`src/gffsa_pkg.sv`:
```
// gffsa_pkg: shared types and constants of the grid first-fit slot allocator
`default_nettype none
package gffsa_pkg;

    localparam int unsigned NUM_COLS       = 2;
    localparam int unsigned MAX_HEIGHT     = 8;
    localparam int unsigned DEFAULT_HEIGHT = 4;
    localparam int unsigned SNAP_ROWS      = 8;
    localparam int unsigned SPAN_W         = 5;

    typedef enum logic [1:0] {
        FUNC_CLEAR   = 2'd0,
        FUNC_FIND    = 2'd1,
        FUNC_RESERVE = 2'd2,
        FUNC_NONE    = 2'd3
    } func_t;

    typedef enum logic [1:0] {
        ST_IDLE,
        ST_SCAN,
        ST_MARK,
        ST_DONE
    } state_t;

    typedef logic [1:0] cells_t;

endpackage
`default_nettype wire

```
`src/grid_first_fit_slot_allocator.sv`:
```
// grid_first_fit_slot_allocator: two-column occupancy map with first-fit find and reserve
//
// input channel in_valid/in_ready carries one operation item: clear, find or reserve.
// output channel out_valid/out_ready returns one result item per operation.
// the map sits in a circular row shift register that moves one row per cycle, while a find
// scans or a run is marked, past a single head cell; find scans it in one full turn, marking
// takes another turn. clear and unused codes go from accept straight to the done state; a
// reserve with valid bounds makes a marking turn (else it goes straight to done), a find
// makes a scan turn, and a find that hits with reserve_on_find set then also makes a marking
// turn. the next item can be accepted in the same cycle that out_valid rises.
// one operation is in the map at a time; in_ready is high whenever the map is idle,
// even while a finished result still sits in the output register.
// a stalled receiver holds out_valid and the result; a following operation runs to
// completion and then waits until the output register is free.
// reset (rst_n low, asynchronous) frees every cell and empties the output register.
`default_nettype none
module grid_first_fit_slot_allocator
    import gffsa_pkg::*;
#(
    parameter int unsigned ROWS = 8
) (
    input  wire logic        clk,
    input  wire logic        rst_n,
    input  wire logic        in_valid,
    output logic             in_ready,
    input  wire logic [1:0]  func,
    input  wire logic [1:0]  req_columns,
    input  wire logic [3:0]  req_rows,
    input  wire logic        reserve_on_find,
    input  wire logic        col_first,
    input  wire logic        col_last,
    input  wire logic [2:0]  row_first,
    input  wire logic [2:0]  row_last,
    output logic             out_valid,
    input  wire logic        out_ready,
    output logic             found,
    output logic [1:0]       out_column,
    output logic [3:0]       out_row,
    output logic [15:0]      map_snapshot
);

    localparam int unsigned CNT_W  = (ROWS > 1) ? $clog2(ROWS) : 1;
    localparam int unsigned SNAP_N = (ROWS < SNAP_ROWS) ? ROWS : SNAP_ROWS;

    state_t              state_reg, state_next;
    cells_t              occ_reg [ROWS];
    cells_t              occ_next [ROWS];
    logic [CNT_W-1:0]    cnt_reg, cnt_next;
    logic                one_col_reg, one_col_next;
    logic [3:0]          h_reg, h_next;
    logic                keep_reg, keep_next;
    logic [3:0]          run0_reg, run0_next, run1_reg, run1_next;
    logic [CNT_W-1:0]    st0_reg, st0_next, st1_reg, st1_next;
    logic                hit_reg, hit_next;
    logic [SPAN_W-1:0]   lo_reg, lo_next, hi_reg, hi_next;
    cells_t              mask_reg, mask_next;
    logic [1:0]          res_col_reg, res_col_next;
    logic [3:0]          res_row_reg, res_row_next;
    logic                out_valid_reg, out_valid_next;
    logic                found_reg, found_next;
    logic [1:0]          out_column_reg, out_column_next;
    logic [3:0]          out_row_reg, out_row_next;
    logic [15:0]         snap_reg, snap_next;

    logic                accept;
    logic                last_row;
    logic                out_free;
    logic                scan_hit;
    logic                reserve_ok;
    cells_t              head;
    cells_t              head_new;
    logic [SPAN_W-1:0]   cnt_span;
    logic [3:0]          run0_inc, run1_inc;
    logic [15:0]         snap_now;

    assign accept     = in_valid && in_ready;
    assign last_row   = (cnt_reg == CNT_W'(ROWS - 1));
    assign out_free   = !out_valid_reg || out_ready;
    assign head       = occ_reg[0];
    assign cnt_span   = SPAN_W'(cnt_reg);
    assign run0_inc   = run0_reg + 4'd1;
    assign run1_inc   = run1_reg + 4'd1;
    assign reserve_ok = (col_first <= col_last) && (row_first <= row_last);

    // next state
    always_comb
    begin
        state_next = state_reg;
        unique case (state_reg)
            ST_IDLE:
            begin
                if (accept)
                begin
                    priority if (func_t'(func) == FUNC_FIND)
                        state_next = ST_SCAN;
                    else if (func_t'(func) == FUNC_RESERVE && reserve_ok)
                        state_next = ST_MARK;
                    else
                        state_next = ST_DONE;
                end
            end
            ST_SCAN:
            begin
                if (last_row)
                    state_next = (scan_hit && keep_reg) ? ST_MARK : ST_DONE;
            end
            ST_MARK:
            begin
                if (last_row)
                    state_next = ST_DONE;
            end
            ST_DONE:
            begin
                if (out_free)
                    state_next = ST_IDLE;
            end
            default: state_next = ST_IDLE;
        endcase
    end

    // outputs of the state machine
    always_comb
    begin
        in_ready = (state_reg == ST_IDLE);
    end

    // current map image as seen from the head
    always_comb
    begin
        snap_now = '0;
        for (int unsigned r = 0; r < SNAP_N; r++)
            snap_now[2*r +: 2] = occ_reg[r];
    end

    // datapath
    always_comb
    begin
        cnt_next     = cnt_reg;
        one_col_next = one_col_reg;
        h_next       = h_reg;
        keep_next    = keep_reg;
        run0_next    = run0_reg;
        run1_next    = run1_reg;
        st0_next     = st0_reg;
        st1_next     = st1_reg;
        hit_next     = hit_reg;
        lo_next      = lo_reg;
        hi_next      = hi_reg;
        mask_next    = mask_reg;
        res_col_next = res_col_reg;
        res_row_next = res_row_reg;
        head_new     = head;
        scan_hit     = hit_reg;

        for (int unsigned i = 0; i + 1 < ROWS; i++)
            occ_next[i] = occ_reg[i + 1];
        occ_next[ROWS-1] = head;

        unique case (state_reg)
            ST_IDLE:
            begin
                for (int unsigned i = 0; i < ROWS; i++)
                    occ_next[i] = occ_reg[i];
                if (accept)
                begin
                    cnt_next     = '0;
                    one_col_next = (req_columns == 2'd1);
                    h_next       = (req_rows >= 4'd1 && req_rows <= 4'(MAX_HEIGHT))
                                   ? req_rows : 4'(DEFAULT_HEIGHT);
                    keep_next    = reserve_on_find;
                    run0_next    = '0;
                    run1_next    = '0;
                    st0_next     = '0;
                    st1_next     = '0;
                    hit_next     = 1'b0;
                    res_col_next = '0;
                    res_row_next = '0;
                    lo_next      = SPAN_W'(row_first);
                    hi_next      = SPAN_W'(row_last);
                    mask_next    = {col_last, !col_first};
                    unique case (func_t'(func))
                        FUNC_CLEAR:
                        begin
                            for (int unsigned i = 0; i < ROWS; i++)
                                occ_next[i] = '0;
                        end
                        FUNC_FIND:
                        begin
                            res_col_next = (req_columns == 2'd1) ? 2'd1 : 2'(NUM_COLS);
                            res_row_next = (req_rows >= 4'd1 && req_rows <= 4'(MAX_HEIGHT))
                                           ? req_rows : 4'(DEFAULT_HEIGHT);
                        end
                        FUNC_RESERVE: ;
                        FUNC_NONE: ;
                        default: ;
                    endcase
                end
            end
            ST_SCAN:
            begin
                cnt_next = last_row ? '0 : cnt_reg + CNT_W'(1);
                if (!hit_reg)
                begin
                    if (one_col_reg)
                    begin
                        // column 0 first, it wins a tie on the same row
                        if (!head[0])
                        begin
                            run0_next = run0_inc;
                            if (run0_reg == 4'd0)
                                st0_next = cnt_reg;
                            if (run0_inc == h_reg)
                            begin
                                scan_hit     = 1'b1;
                                res_col_next = 2'd1;
                                res_row_next = 4'(st0_next) + 4'd1;
                                mask_next    = 2'b01;
                                lo_next      = SPAN_W'(st0_next);
                            end
                        end
                        else
                            run0_next = '0;
                        if (!scan_hit)
                        begin
                            if (!head[1])
                            begin
                                run1_next = run1_inc;
                                if (run1_reg == 4'd0)
                                    st1_next = cnt_reg;
                                if (run1_inc == h_reg)
                                begin
                                    scan_hit     = 1'b1;
                                    res_col_next = 2'd2;
                                    res_row_next = 4'(st1_next) + 4'd1;
                                    mask_next    = 2'b10;
                                    lo_next      = SPAN_W'(st1_next);
                                end
                            end
                            else
                                run1_next = '0;
                        end
                    end
                    else
                    begin
                        if (head == 2'b00)
                        begin
                            run0_next = run0_inc;
                            if (run0_reg == 4'd0)
                                st0_next = cnt_reg;
                            if (run0_inc == h_reg)
                            begin
                                scan_hit     = 1'b1;
                                res_col_next = 2'd1;
                                res_row_next = 4'(st0_next) + 4'd1;
                                mask_next    = 2'b11;
                                lo_next      = SPAN_W'(st0_next);
                            end
                        end
                        else
                            run0_next = '0;
                    end
                    hi_next  = lo_next + SPAN_W'(h_reg) - SPAN_W'(1);
                    hit_next = scan_hit;
                end
            end
            ST_MARK:
            begin
                cnt_next = last_row ? '0 : cnt_reg + CNT_W'(1);
                if (cnt_span >= lo_reg && cnt_span <= hi_reg)
                    head_new = head | mask_reg;
                occ_next[ROWS-1] = head_new;
            end
            ST_DONE:
            begin
                for (int unsigned i = 0; i < ROWS; i++)
                    occ_next[i] = occ_reg[i];
            end
            default: ;
        endcase
    end

    // output register
    always_comb
    begin
        out_valid_next  = out_valid_reg;
        found_next      = found_reg;
        out_column_next = out_column_reg;
        out_row_next    = out_row_reg;
        snap_next       = snap_reg;
        if (out_valid_reg && out_ready)
            out_valid_next = 1'b0;
        if (state_reg == ST_DONE && out_free)
        begin
            out_valid_next  = 1'b1;
            found_next      = hit_reg;
            out_column_next = res_col_reg;
            out_row_next    = res_row_reg;
            snap_next       = snap_now;
        end
    end

    always_ff @(posedge clk or negedge rst_n)
    begin
        if (!rst_n)
        begin
            state_reg     <= ST_IDLE;
            cnt_reg       <= '0;
            out_valid_reg <= 1'b0;
            hit_reg       <= 1'b0;
            for (int unsigned i = 0; i < ROWS; i++)
                occ_reg[i] <= '0;
        end
        else
        begin
            state_reg     <= state_next;
            cnt_reg       <= cnt_next;
            out_valid_reg <= out_valid_next;
            hit_reg       <= hit_next;
            for (int unsigned i = 0; i < ROWS; i++)
                occ_reg[i] <= occ_next[i];
        end
    end

    always_ff @(posedge clk)
    begin
        one_col_reg    <= one_col_next;
        h_reg          <= h_next;
        keep_reg       <= keep_next;
        run0_reg       <= run0_next;
        run1_reg       <= run1_next;
        st0_reg        <= st0_next;
        st1_reg        <= st1_next;
        lo_reg         <= lo_next;
        hi_reg         <= hi_next;
        mask_reg       <= mask_next;
        res_col_reg    <= res_col_next;
        res_row_reg    <= res_row_next;
        found_reg      <= found_next;
        out_column_reg <= out_column_next;
        out_row_reg    <= out_row_next;
        snap_reg       <= snap_next;
    end

    assign out_valid    = out_valid_reg;
    assign found        = found_reg;
    assign out_column   = out_column_reg;
    assign out_row      = out_row_reg;
    assign map_snapshot = snap_reg;

endmodule
`default_nettype wire
```
`config.mk`:
```
export PLATFORM = sky130hd
export DESIGN_NAME = grid_first_fit_slot_allocator
export DESIGN_NICKNAME = d
export VERILOG_FILES = /design/src/gffsa_pkg.sv /design/src/grid_first_fit_slot_allocator.sv
export SDC_FILE = /design/constraint.sdc
export NUM_CORES = 1
export LEC_CHECK = 0
export BUFFER_PORTS_ARGS = -buffer_cell sky130_fd_sc_hd__buf_2
export CELL_PAD_IN_SITES_DETAIL_PLACEMENT = 0
export CELL_PAD_IN_SITES_GLOBAL_PLACEMENT = 1
export CORE_UTILIZATION = 25
export CTS_CLUSTER_SIZE = 30
export DETAILED_ROUTE_END_ITERATION = 16
export HOLD_SLACK_MARGIN = 0.15
export PLACE_DENSITY_LB_ADDON = 0.12
export SYNTH_ARGS = -nofsm -noshare
export SYNTH_HDL_FRONTEND = slang
export SYNTH_SLANG_ARGS = --single-unit
```
`constraint.sdc`:
```
create_clock -name clk -period 9.9 [get_ports clk]
set_clock_uncertainty 0.1 [all_clocks]
set_input_delay 0.99 -clock clk [delete_from_list [all_inputs] [get_ports clk]]
set_output_delay 0.99 -clock clk [all_outputs]
set_load 0.05 [all_outputs]
```
Word level (Yosys, flattened, before mapping)
Index checks and enable logic that the tools add are counted.
{"block": "totals", "regBits": 84, "input_bits": 21, "word_cells": 216}
{"block": "op_classes", "add_sub_neg": 8, "n_lt_le_gt_ge": 6, "eq_ne": 21, "muxes": 120, "bitwise_logic": 2, "n_reduce_logical": 31}
{"operator": "$mux W4", "n": 21}
{"operator": "$mux W3", "n": 25}
{"operator": "$mux W5", "n": 14}
{"operator": "$mux W2", "n": 27}
{"operator": "$mux W16", "n": 2}
{"operator": "$pmux W14 S2", "n": 1}
{"operator": "$pmux W4 S2", "n": 3}
{"operator": "$pmux W5 S2", "n": 2}
{"operator": "$pmux W3 S2", "n": 3}
{"operator": "$mux W1", "n": 17}
{"operator": "$reduce_and A5 Y1", "n": 3}
{"operator": "$ne A2 B2 Y1 const B", "n": 7}
{"operator": "$add A3 B1 Y4 const B", "n": 3}
{"operator": "$ne A3 B3 Y1 const B", "n": 3}
{"operator": "$add A4 B1 Y4 const B", "n": 2}
{"operator": "$eq A4 B4 Y1", "n": 2}
{"operator": "$logic_and A1 B1 Y1", "n": 8}
{"operator": "$logic_not A4 Y1", "n": 2}
{"operator": "$pmux W2 S2", "n": 2}
{"operator": "$pmux W2 S4", "n": 1}
{"operator": "$reduce_and A4 Y1", "n": 2}
{"operator": "$eq A2 B1 Y1 const B", "n": 3}
{"operator": "$eq A2 B2 Y1 const B", "n": 3}
{"operator": "$logic_not A2 Y1", "n": 3}
{"operator": "22 further kinds", "n": 29}

Longest topological paths before layout
Gate-level depths: netlist (run 1).
{"block": "logic_depth", "ltp_word": 21, "ltp_mapped": 17, "mapped_depth_nobuf": 16}

Worst setup path before layout (run 1)
OpenSTA, ideal clock, no wires.
{"block": "synth_path", "path_kind": "reg2reg", "from": "register run0_reg[0]", "to": "register hi_reg[4] (data pin)", "setup_time_ns": 0.147, "arrival_ns": 3.717, "slack_ns": 5.936, "path_stages_with_launch": 16, "path_buffers": 0, "period_less_slack_ns": 3.964, "cell_sequence": "edfxtp_1 > ha_1 > xor3_1 > or4_4 > nor3_4 > o22ai_2 > a221o_1 > and2_1 > ha_1 > inv_1 > ha_1 > a21o_1 > a21oi_1 > xnor2_1 > or3_1 > a21oi_1"}
{"block": "synth_between", "elab_chain_cells": 18}
{"item": "start, declared", "line_no": "grid_first_fit_slot_allocator.sv:52", "text": "logic [3:0] run0_reg, run0_next, run1_reg, run1_next;"}
{"item": "start signal, assigned", "line_no": "grid_first_fit_slot_allocator.sv:329", "text": "run0_reg <= run0_next;"}
{"item": "parallel branches: the longest is 11 deep, another holds $add A4 B1 Y4"}
{"item": "$mux W5 *", "line_no": "grid_first_fit_slot_allocator.sv:204", "text": "if (one_col_reg)"}
{"item": "$mux W5 *", "line_no": "grid_first_fit_slot_allocator.sv:202", "text": "if (!hit_reg)"}
{"item": "$mux W5 *", "line_no": "grid_first_fit_slot_allocator.sv:159", "text": "unique case (state_reg)"}
{"item": "$add A5 B4 Y5 *", "line_no": "grid_first_fit_slot_allocator.sv:262", "text": "hi_next = lo_next + SPAN_W'(h_reg) - SPAN_W'(1);"}
{"item": "$sub A5 B1 Y5 *", "line_no": "grid_first_fit_slot_allocator.sv:262"}
{"item": "$mux W5 *", "line_no": "grid_first_fit_slot_allocator.sv:202"}
{"item": "$pmux W5 S2 *", "line_no": "grid_first_fit_slot_allocator.sv:159"}
{"item": "end signal, assigned", "line_no": "grid_first_fit_slot_allocator.sv:334", "text": "hi_reg <= hi_next;"}
{"item": "end, declared", "line_no": "grid_first_fit_slot_allocator.sv:55", "text": "logic [SPAN_W-1:0] lo_reg, lo_next, hi_reg, hi_next;"}
Mark *: on every way between the ends. The select of a mux whose other input is x is not followed.
A chain may end at the register's enable or synchronous reset.

Worst setup path after layout (run 1)
Ends and elaborated chain as after synthesis.

==> results.yml, run 1 <==
setup_path:
  critPathCaptureType: "register"
  cp.arrival_ns: 4.61
  rr_startpoint: "run0_reg[0]"
  slowest_delay_ns: 0.71
  cp_top_family: "compound AO/OA/AOI/OAI gates"
  r2r_setup_slack_ns: 5.40
  crit_top_cell: "ha_1"
  worst_r2r_path_depth: 13
  path_cells: "ha_1 > xor3_1 > or4_4 > o21ai_1 > o211ai_1 > ha_1 > inv_1 > ha_1 > a21o_1 > a21oi_1 > xnor2_1 > or3_1 > a21oi_1"
  r2r-end: "hi_reg[4]"
  crit_fanout: 12
  start_kind: "register"
  cp_slowest_cell: "o21ai_1"
  crit_required_ns: 10.00
  path_class: "register to register"
  cp.buffers_inverters: 1
global_route:
  antenna_found_initial: 0
  grt_overflow: 0
  grt_pass1_vias: 2815
  grt_max_degree: 28
  grt_first_pass_wirelength_mm: 16.28
  grt_usage: 0.1242
drt:
  wl_per_cell_um: 16.30
  viasPerCell: 4.532
  dr_total_vias: 2914
  drt_iter0_markers: 109
  routed_wl_mm: 10.48
  ant_nets: 0
  firstDrtPassIters: 6
  post-route-drc-count: 0
min_path:
  min_path_type: "register to register"
  holdPathEnd: "out_row[3]"
  worstHoldStart: "res_row_reg[3]"
  hold_depth: 0
timing:
  min_period_ns: 4.504
  fin_crit_sh: 0.4550
  drv_slew: 0
  holdWs_ns: 0.3613
  fin_setup_tns_ns: 0
  final-setup-viol-count: 0
  hold_violations: 0
  slew-limit-headroom: 0.3153
  rsz0062_at_grt: "false"
  tightestPinTransition_ns: 1.027
  max_freq_ghz: 0.2220
synth:
  yosysSeqAreaShare: 0.5527
  ys_ff_latch: 84
  async_reset_ff_frac: 0.2738
  netlist_area_um2: 4355
  syn-num-nets: 422
  synth_cell_type_count: 52
  ys_warn_count: 0
  syn_area_per_cell_um2: 11.71
  synthFlopType: "edfxtp_1"
  synth_cells: 372
  synth_edf_count: 61
die:
  start_util: 0.2590
  rows: 47
  die_x_um: 134.0
  die-area_um2: 17950
  fp.dieH_um: 134.0
  io_pins: 46
  core_area_um2: 16820
cts:
  ctsResizeCount: 0
  cts_buffers: 9
  clock_sinks: 84
  clk_latency_ns: 0.35
  ctsHoldBuffers: 0
  tritoncts: "yes"
  cts-htree-levels: 3
  post_cts_buffers: 0
  root_buffer: "clkbuf_16"
  clockBufferDepth: 2
  clkTransAtPathRegs_ns: 0.06
placed_design:
  port_buffers: 45
  hpwlAfterDp_mm: 7.794
  gp_congestion: 0.7913
layout:
  antenna_cells: 0
  largest_register_ffs: 16
  drive_gt1_frac: 0.1608
  area.growth.synth_to_final_pct: 17.64
  nets: 468
power:
  power.leakage_nw: 2.115
  ir_drop_v: 0.0001509
  p_total_mw: 1.984
  powerDensity_nw_per_um2: 387.3
run_status:
  status: "finished, final reports clean"
run:
  maxCapViolCount: 0
synthesized netlist by cell type, types with 3 or more instances:
master	instances	area [um^2]
a21o_1	4	30.03
a21oi_1	10	50.05
a22o_1	19	166.4
a31oi_1	5	31.28
and2_1	3	18.77
and3_1	5	31.28
clkbuf_1	9	33.78
dfrtp_1	23	575.6
edfxtp_1	61	1832
ha_1	28	350.3
inv_1	40	150.1
mux2i_1	15	150.1
nand2_1	21	78.83
nand2b_1	5	31.28
nand3_1	3	15.01
nor2_1	28	105.1
nor2b_1	5	31.28
nor3_1	8	40.04
o211ai_1	3	22.52
o21ai_0	15	75.07
o21ai_1	6	30.03
xnor2_1	11	96.34
xor2_1	7	61.31
cell families after synthesis:
kind of cell / after synthesis / synth area share
xor gates and xnor gates: 19 / 0.04165
AOI/OAI and AO/OA: 81 / 0.1316
DFF: 84 / 0.5527
adders and majority gates: 29 / 0.08503
muxes: 15 / 0.03447
buffers and inverters: 52 / 0.04539
and+or+nand+nor: 92 / 0.1092
layer usage:
layer | wire length (um) | GRT usage
met1 | 5147 | 0.1653
met2 | 4750 | 0.1926
met3 | 388 | 0.03212
met4 | 192 | 0.04798
met5 | 0 | 0
cells in the final DEF (no fill, tap or decap), types with 2 or more instances in the layout:
master and n:
a31oi_1 5, xor2_1 7, a22oi_1 2, ha_1 28, buf_2 45, o21ai_1 6, and2_1 3, mux2i_1 15
nor4_1 2, nand2_1 21, and3_1 5, o211ai_1 3, nor2b_1 5, a311oi_1 2, clkinvlp_4 2, inv_6 2
o21a_1 2, inv_1 40, nand2b_1 5, edfxtp_1 61, buf_4 2, clkbuf_16 9, nor3_1 8, a22o_1 19
dfrtp_1 23, nor3b_1 2, a21oi_1 10, xnor2_1 11, nand3_1 3, o21ai_0 15, a32oi_1 2, a211oi_1 2
nor2_1 28, nand3b_1 2, a21o_1 4
worst max path at each step:
stage	startpoint	to	depth (start not counted)
after detailed placement	run0_reg[0]	hi_reg[4]	13
after global placement	run0_reg[0]	hi_reg[4]	13
after global routing	run0_reg[0]	hi_reg[4]	13
after floorplan	run0_reg[0]	hi_reg[4]	15
after CTS	run0_reg[0]	hi_reg[4]	13
final	run0_reg[0]	hi_reg[4]	13
cell type report:
| cell class | instances | area, um^2 |
|---|---|---|
| clock inverters | 6 | 71.32 |
| flip-flops and latches | 84 | 2407 |
| fillers | 1785 | 11700 |
| multi-input cells | 236 | 1750 |
| repair buffers | 47 | 240.2 |
| clock buffers | 10 | 229.0 |
| inverters | 40 | 150.1 |
| well taps | 220 | 275.3 |
power by group:
group | leakage (nW) | total, mW | switching (mW) | internal (mW)
Sequential | 0.898 | 0.692 | 0.0999 | 0.592
Clock | 0.140 | 0.346 | 0.148 | 0.198
Combinational | 1.08 | 0.946 | 0.618 | 0.328
per-stage QoR:
stage | worst slack, ns | cells | instance area (um^2) | util
floorplan | 5.936 | 372 | 4355 | -
global placement | 5.472 | 627 | 4823 | 0.2868
detailed placement | 5.405 | 627 | 4823 | 0.2868
CTS | 5.386 | 643 | 5124 | 0.3046
global route | 5.145 | 643 | 5124 | 0.3046
finish | 5.396 | 643 | 5124 | 0.3046
Note: power is estimated with default switching activity, not from simulation.
==> inputs of run 2 (changes only) <==
clock period = 4.4 ns   (was 9.9 ns; I/O delays follow)
==> results.yml, run 2 (synthesis gave the netlist of run 1 again) <==
setup_path:
  rr_startpoint: "run0_reg[0]"
  cp_top_family: "simple AND/OR/NAND/NOR gates"
  path_cells: "ha_2 > xor3_2 > or4_4 > nor3_4 > o22ai_4 > a221o_1 > and2_1 > ha_1 > inv_1 > ha_1 > a21o_1 > a21oi_1 > xnor2_1 > or3_1 > a21oi_1"
  cp.arrival_ns: 4.16
  critPathCaptureType: "register"
  r2r_setup_slack_ns: 0.34
  path_class: "register to register"
  slowest_delay_ns: 0.60
  worst_r2r_path_depth: 15
  r2r-end: "hi_reg[4]"
  crit_fanout: 6
  cp_slowest_cell: "or4_4"
  crit_required_ns: 4.50
  cp.buffers_inverters: 1
  start_kind: "register"
die:
  rows: 47
  die_x_um: 134.0
  die-area_um2: 17950
  core_area_um2: 16820
  start_util: 0.2590
  fp.dieH_um: 134.0
  io_pins: 46
timing:
  hold_violations: 0
  slew-limit-headroom: 0.3099
  drv_slew: 0
  tightestPinTransition_ns: 1.035
  max_freq_ghz: 0.2463
  min_period_ns: 4.061
  fin_setup_tns_ns: 0
  fin_crit_sh: 0.9229
  rsz0062_at_grt: "false"
  final-setup-viol-count: 0
cts:
  tritoncts: "yes"
  cts-htree-levels: 3
  clkTransAtPathRegs_ns: 0.07
  clock_sinks: 84
  clk_latency_ns: 0.35
  root_buffer: "clkbuf_16"
  clockBufferDepth: 2
  cts_buffers: 9
global_route:
  grt_usage: 0.1317
  grt_max_degree: 25
  antenna_found_initial: 0
  grt_pass1_vias: 2994
  grt_first_pass_wirelength_mm: 17.39
  grt_overflow: 0
layout:
  fin_util: 0.3151
  largest_register_ffs: 16
  drive_gt1_frac: 0.1959
  nets: 484
  area.growth.synth_to_final_pct: 21.66
  antenna_cells: 0
  final_common_cell: "edfxtp_1"
  final_cell_mix: "edfxtp_1 (61), buf_2 (45), inv_1 (40)"
drt:
  drt_iter0_markers: 135
  routed_wl_mm: 10.91
  dr_wl_met3_um: 359
  firstDrtPassIters: 6
  viasPerCell: 4.540
  top_layer: "met4"
  post-route-drc-count: 0
  ant_nets: 0
  dr_wl_met2_mm: 5.025
  dr_total_vias: 2992
  drt-met1-wl_mm: 5.375
  wl_per_cell_um: 16.56
placed_design:
  hpwlAfterDp_mm: 8.163
  port_buffers: 45
  gp_congestion: 0.7742
power:
  ir_drop_v: 0.0002667
  power.leakage_nw: 2.217
  p_total_mw: 4.670
  powerDensity_nw_per_um2: 881.4
min_path:
  worstHoldStart: "reserve_on_find"
  hold_depth: 1
  min_path_type: "input pin to register"
  holdPathEnd: "keep_reg"
run:
  maxCapViolCount: 0
run_status:
  status: "finished, final reports clean"
## run 2: area by class of cell
| cell class | count | area [um^2] |
|---|---|---|
| Clock buffer | 10 | 250.2 |
| Clock inverter | 6 | 91.34 |
| Fill cell | 1773 | 11520 |
| Inverter | 40 | 150.1 |
| Multi-Input combinational cell | 236 | 1762 |
| Sequential cell | 84 | 2407 |
| Tap cell | 220 | 275.3 |
| Timing Repair Buffer | 63 | 362.8 |
## run 2: report_power, final
part	total (mW)	switching, mW	internal (mW)
combinational	2.23	1.41	0.817
sequential	1.57	0.233	1.33
clock	0.876	0.340	0.536
## run 2: routing by layer
layer / GRT usage / vias to the layer above
met3: 0.02494 / 9
met1: 0.1786 / 1451
li1: - / 1477
met2: 0.2078 / 55
met5: 0 / -
met4: 0.04924 / 0
## run 2: per-stage QoR
step / instance area [um^2] / setup slack (ns) / hold slack [ns] / cells
detailed placement: 4898 / 0.1957 / 0.3499 / 637
global route: 5299 / 0.07127 / 0.1599 / 659
finish: 5299 / 0.3393 / 0.1669 / 659
global placement: 4898 / 0.2293 / 0.3416 / 637
CTS: 5250 / 0.1636 / 0.1577 / 654
floorplan: 4355 / 0.4358 / 0.04441 / 372
## run 2: worst max-delay path by stage
stage,slack (ns),depth (start not counted),from,to
after floorplan,0.44,15,run0_reg[0],hi_reg[4]
after global placement,0.23,15,run0_reg[0],hi_reg[4]
after global routing,0.07,15,run0_reg[0],hi_reg[4]
final,0.34,15,run0_reg[0],hi_reg[4]
after detailed placement,0.20,15,run0_reg[0],hi_reg[4]
after CTS,0.16,15,run0_reg[0],hi_reg[4]
## run 2: repair_timing
| action | CTS | global route |
|---|---|---|
| setup endpoints to repair | 0 | 1 |
| buffers inserted | 0 | 5 |
| hold endpoints to repair | 23 | 0 |
| gates resized for setup | 0 | 3 |
| hold buffers | 1 | 0 |
